<file path="config.mk">
export PLATFORM = sky130hd
export DESIGN_NAME = ssp_div_pipe
export DESIGN_NICKNAME = d
export VERILOG_FILES = /design/src/hdl/ssp_div_pipe.sv
export SDC_FILE = /design/constraint.sdc
export NUM_CORES = 2
export LEC_CHECK = 0
export ABC_CLOCK_PERIOD_IN_PS = 4900
export BUFFER_PORTS_ARGS = -buffer_cell sky130_fd_sc_hd__buf_2
export CAP_MARGIN = 20
export CORE_ASPECT_RATIO = 1.75
export CORE_MARGIN = 3
export CORE_UTILIZATION = 55
export CTS_CLUSTER_SIZE = 25
export DETAILED_ROUTE_END_ITERATION = 10
export PLACE_DENSITY = 0.71
export SLEW_MARGIN = 10
export SYNTH_ARGS = -nofsm -noshare
export SYNTH_HDL_FRONTEND = slang
export SYNTH_SLANG_ARGS = --single-unit
</file>
<file path="constraint.sdc">
create_clock -name clk -period 4.9 [get_ports clk]
set_input_delay 0.245 -clock clk [delete_from_list [all_inputs] [get_ports clk]]
set_output_delay 0.245 -clock clk [all_outputs]
set_load 0.05 [all_outputs]
</file>
<file path="src/hdl/ssp_div_pipe.sv">
// pipelined restoring divider, one quotient bit per stage, saturating quotient
// depends on nothing
module ssp_div_pipe #(
    parameter int NUM_W  = 64,
    parameter int DEN_W  = 45,
    parameter int Q_W    = 17,
    parameter int SIDE_W = 1
) (
    input  logic              clk,
    input  logic              rst_n,
    input  logic              en,
    input  logic [NUM_W-1:0]  num,
    input  logic [DEN_W-1:0]  den,
    input  logic [SIDE_W-1:0] side_in,
    output logic [Q_W-1:0]    quo,
    output logic [SIDE_W-1:0] side_out
);
    localparam int REM_W = (NUM_W > DEN_W + Q_W) ? NUM_W : DEN_W + Q_W;

    logic [REM_W-1:0]  rem_reg  [0:Q_W];
    logic [DEN_W-1:0]  den_reg  [0:Q_W];
    logic [Q_W-1:0]    quo_reg  [0:Q_W];
    logic              sat_reg  [0:Q_W];
    logic [SIDE_W-1:0] side_reg [0:Q_W];

    logic [REM_W-1:0] num_ext, den_ext;

    assign num_ext = {{(REM_W-NUM_W){1'b0}}, num};
    assign den_ext = {{(REM_W-DEN_W){1'b0}}, den};

    always_ff @(posedge clk or negedge rst_n)
    begin
        if (!rst_n)
        begin
            side_reg[0] <= '0;
        end
        else if (en)
        begin
            side_reg[0] <= side_in;
        end
    end

    always_ff @(posedge clk)
    begin
        if (en)
        begin
            rem_reg[0] <= num_ext;
            den_reg[0] <= den;
            quo_reg[0] <= '0;
            sat_reg[0] <= num_ext >= (den_ext << Q_W);
        end
    end

    for (genvar k = 1; k <= Q_W; k++)
    begin : g_step
        localparam int B = Q_W - k;
        logic [REM_W-1:0] trial;
        logic             take;

        assign trial = {{(REM_W-DEN_W){1'b0}}, den_reg[k-1]} << B;
        assign take  = rem_reg[k-1] >= trial;

        always_ff @(posedge clk or negedge rst_n)
        begin
            if (!rst_n)
            begin
                side_reg[k] <= '0;
            end
            else if (en)
            begin
                side_reg[k] <= side_reg[k-1];
            end
        end

        always_ff @(posedge clk)
        begin
            if (en)
            begin
                rem_reg[k] <= take ? rem_reg[k-1] - trial : rem_reg[k-1];
                den_reg[k] <= den_reg[k-1];
                quo_reg[k] <= quo_reg[k-1] | ({{(Q_W-1){1'b0}}, take} << B);
                sat_reg[k] <= sat_reg[k-1];
            end
        end
    end

    assign quo      = sat_reg[Q_W] ? {Q_W{1'b1}} : quo_reg[Q_W];
    assign side_out = side_reg[Q_W];

endmodule
</file>
==> run summary <==
die area - 221000 sq um
clock root cell - clkbuf_16
syn_area_per_cell - 10.6 sq um
die height - 620 microns
share of cells above drive strength 1 - 8.67%
final worst slack - 26.1 ps
CP startpoint - rem_reg[5][18]
status - finished clean
synthesized flop and latch total - 2042
TritonCTS clock tree - built
WP data arrival - 5430 ps
CP cell instances - ha_1, nand3_1, or2_2, a21oi_1, nor4bb_1, buf_4, nor3_1, o211ai_1, a211oi_1, nor2_1, o21a_1, xnor2_1, mux2_2
Cells after Synth - 11149
fillers - 16780
routed vias/inst - 5.91
R2R Path End - rem_reg[6][54]
final setup fails - 0
transition time of the tightest slew-check pin - 1130 ps
Remaining DRCs - 0
Pwr Total - 79.8 mW
Compound-Gate Fraction of Synth Area - 16.4%
max_cap viols - 0
dominant combinational cell family by area after synthesis - compound AO/OA/AOI/OAI gates
Post-Synth Simple-Gate Area - 11.5%
Worst Path Max Fanout - 5
placed cells - 14088
synth unique cells - 108
crit path to - rem_reg[6][54]
mux cell area share after synthesis - 1.17%
placed standard-cell area - 125000 sq um
Synth area leader - edfxtp_1
CTS H-tree depth - 4
Final Max Tran Viols - 0
max reg flops - 1088
CP top delay family - compound AO/OA/AOI/OAI gates
setup slack, reg-to-reg - 30 ps
Achievable Freq - 205 MHz
Initial Util - 55.5%
WP data required - 5460 ps
Worst setup SP type - register
Post-Syn Area - 118000 sq um
first-pass GRT wire length - 493000 microns
Clock Pin Slew Worst Setup and Hold Paths - 70 ps
Top Metal Used - met4
Metal-1 WL - 90300 microns
CTS Sinks - 2042
final hold viol count - 0
I/O pins - 131
Final Cell Area - 132000 sq um
Adder-Cell Fraction of Synth Area - 8.83%
Post-DP HPWL - 256000 microns
RR Startpoint - rem_reg[5][18]
Critical path buffers and inverters - 1
YS warnings - 0
wire per inst - 22.4 microns
Stages on worst setup path - 13
top post-synthesis cells by area - edfxtp_1 51%, ha_1 8.6%, a21oi_1 4.9%, xnor2_1 3.5%, a21o_1 3.4%
clk buf depth - 4
die width - 357 microns
RSZ-0062 raised after global routing - no
Met3 Wirelength - 7720 microns
Worst-Skew Late Latency - 900 ps
DRT Pass-1 Iters - 7
GRT overflow - 0
crit-path max cell delay - 790 ps
Core Region - 214000 sq um
Post-synth EDFFs - 2024
Post-Syn Nets - 12088
nets - 12518
Async SR Flop Fraction - 0.881%
Final min period - 4870 ps
slowest stage cell, crit path - nor3_1
GR Util All Layers - 29.0%
main flop type after synthesis - edfxtp_1
leakage power - 53.8 nW
Final Wtd Congestion - 1.01
total wire length - 326000 microns
largest net degree at the start of global routing - 147
Synth top area share - 51.3%
port bufs - 130
via count - 86137
Seq/Total Area, Yosys - 51.7%
CTS buffer count - 198
Layout Area Growth over Synthesis - 11.6%
Setup Crit Path Kind - reg -> reg
vias in the first global route - 91195
Worst Hold Class - in -> reg
Rows - 224
R2R depth - 13
worst slack at placement - 82.6 ps
First DRT Iteration DRCs - 5341
max_slew headroom - 23.9%
worst hold margin - 80.8 ps
Met2 Wirelength - 197000 microns
Worst VDD drop - 0.344 mV
Final ANT Viol Nets - 0
Final Cycle Share - 99.5%
final cell count without fillers - 14575
post-synthesis xor/xnor area fraction - 5.97%
initial antenna violation count - 5
setup_tns - 0 ps
Layout Utilization - 61.9%
Power Dens Cells - 604 nW/um^2
crit end category - register
clock skew - 99.0 ps
[logic make-up (layout without fill, tap and decap cells)]
kind of cell,Yosys count,in the layout
adder cells (fa/ha/maj),826,826
flip-flops,2042,2042
AND/OR/NAND/NOR,2821,2821
XOR/XNOR,806,806
buffers and inverters,1399,1983
multiplexers,124,124
AO/OA/AOI/OAI,3131,3131
other,0,17
[how the worst min path moves through the flow]
| stage | slack, ps | cells after the start | start | endpoint |
|---|---|---|---|---|
| final | 80 | 2 | num[12] | rem_reg[0][12] |
| after global placement | 180 | 1 | rst_n | side_reg[17] |
| after CTS | 8 | 2 | den[1] | den_reg[0][1] |
| after global routing | 60 | 2 | den[0] | den_reg[0][0] |
| after floorplan | -50 | 0 | rst_n | side_out |
| after detailed placement | 190 | 1 | rst_n | side_reg[2] |
[power by group]
group / switching (mW) / internal (mW) / total [mW] / leakage, nW
logic: 21.7 / 15.1 / 36.7 / 30.9
registers: 2.46 / 25.2 / 27.7 / 19.8
clock network: 6.70 / 8.66 / 15.4 / 3.08
[area by class of cell]
type	instances	area, sq um	share of cell area, %
Inverter	1017	3820	2.89
Clock inverter	122	1160	0.877
Tap cell	2825	3530	2.68
Multi-Input combinational cell	7708	52100	39.4
Antenna cell	17	42.5	0.0322
Clock buffer	232	5190	3.93
Sequential cell	2042	61200	46.3
Timing Repair Buffer	612	5040	3.81
[synthesized netlist by cell type, types with 19 or more instances]
master and instances:
a21boi_0 28, nand4b_1 20, o21a_1 87, o21ai_0 627, nand3_1 188, a41oi_1 23
xor2_1 334, ha_1 810, and3_1 73, or4_1 29, a21oi_1 1154, or2_2 35
a211oi_1 66, nand4_1 191, xnor2_1 471, a31oi_1 87, mux2_2 115, nand2b_1 103
or3_1 45, clkbuf_1 341, o21bai_1 113, a21o_1 543, inv_1 1015, nand2_1 783
a211o_1 24, nor4b_1 21, nor2b_1 131, nor4_1 100, o21ai_1 33, a2111oi_0 21
nor2_1 808, and2_1 48, and4_1 28, o31a_1 21, o2111ai_1 26, nand3b_1 19
o211ai_1 48, o31ai_1 47, edfxtp_1 2024, nor3_1 145
[layout by cell type (no fill, tap or decap), types with 29 or more instances in the layout]
| cell type | netlist | final |
|---|---|---|
| a211oi_1 | 66 | 66 |
| a21o_1 | 543 | 543 |
| a21oi_1 | 1154 | 1153 |
| a31oi_1 | 87 | 87 |
| and2_1 | 48 | 48 |
| and3_1 | 73 | 73 |
| buf_12 | 0 | 38 |
| buf_2 | 17 | 129 |
| buf_4 | 4 | 330 |
| clkbuf_1 | 341 | 29 |
| clkbuf_16 | 0 | 203 |
| clkinv_1 | 0 | 47 |
| clkinv_2 | 1 | 33 |
| dlygate4sd3_1 | 0 | 114 |
| edfxtp_1 | 2024 | 2024 |
| ha_1 | 810 | 810 |
| inv_1 | 1015 | 1015 |
| mux2_2 | 115 | 115 |
| nand2_1 | 783 | 783 |
| nand2b_1 | 103 | 103 |
| nand3_1 | 188 | 188 |
| nand4_1 | 191 | 191 |
| nor2_1 | 808 | 806 |
| nor2b_1 | 131 | 131 |
| nor3_1 | 145 | 144 |
| nor4_1 | 100 | 94 |
| o211ai_1 | 48 | 48 |
| o21a_1 | 87 | 85 |
| o21ai_0 | 627 | 621 |
| o21ai_1 | 33 | 34 |
| o21bai_1 | 113 | 113 |
| o31ai_1 | 47 | 45 |
| or2_2 | 35 | 35 |
| or3_1 | 45 | 44 |
| or4_1 | 29 | 29 |
| xnor2_1 | 471 | 471 |
| xor2_1 | 334 | 334 |
[metal layers]
metal / vias up / track usage, %
li1: 41666 / -
met1: 41101 / 21.0
met2: 2224 / 63.1
met3: 1146 / 2.38
met4: 0 / 24.3
met5: - / 0
[repair_timing]
item                                    in CTS  in global routing
gates resized for setup                      0                  7
buffers inserted                             0                  2
hold endpoints to repair                   140                  0
hold buffers                               114                  0
endpoints found under the setup margin       0                 57
Note: power is estimated with default switching activity, not from simulation.
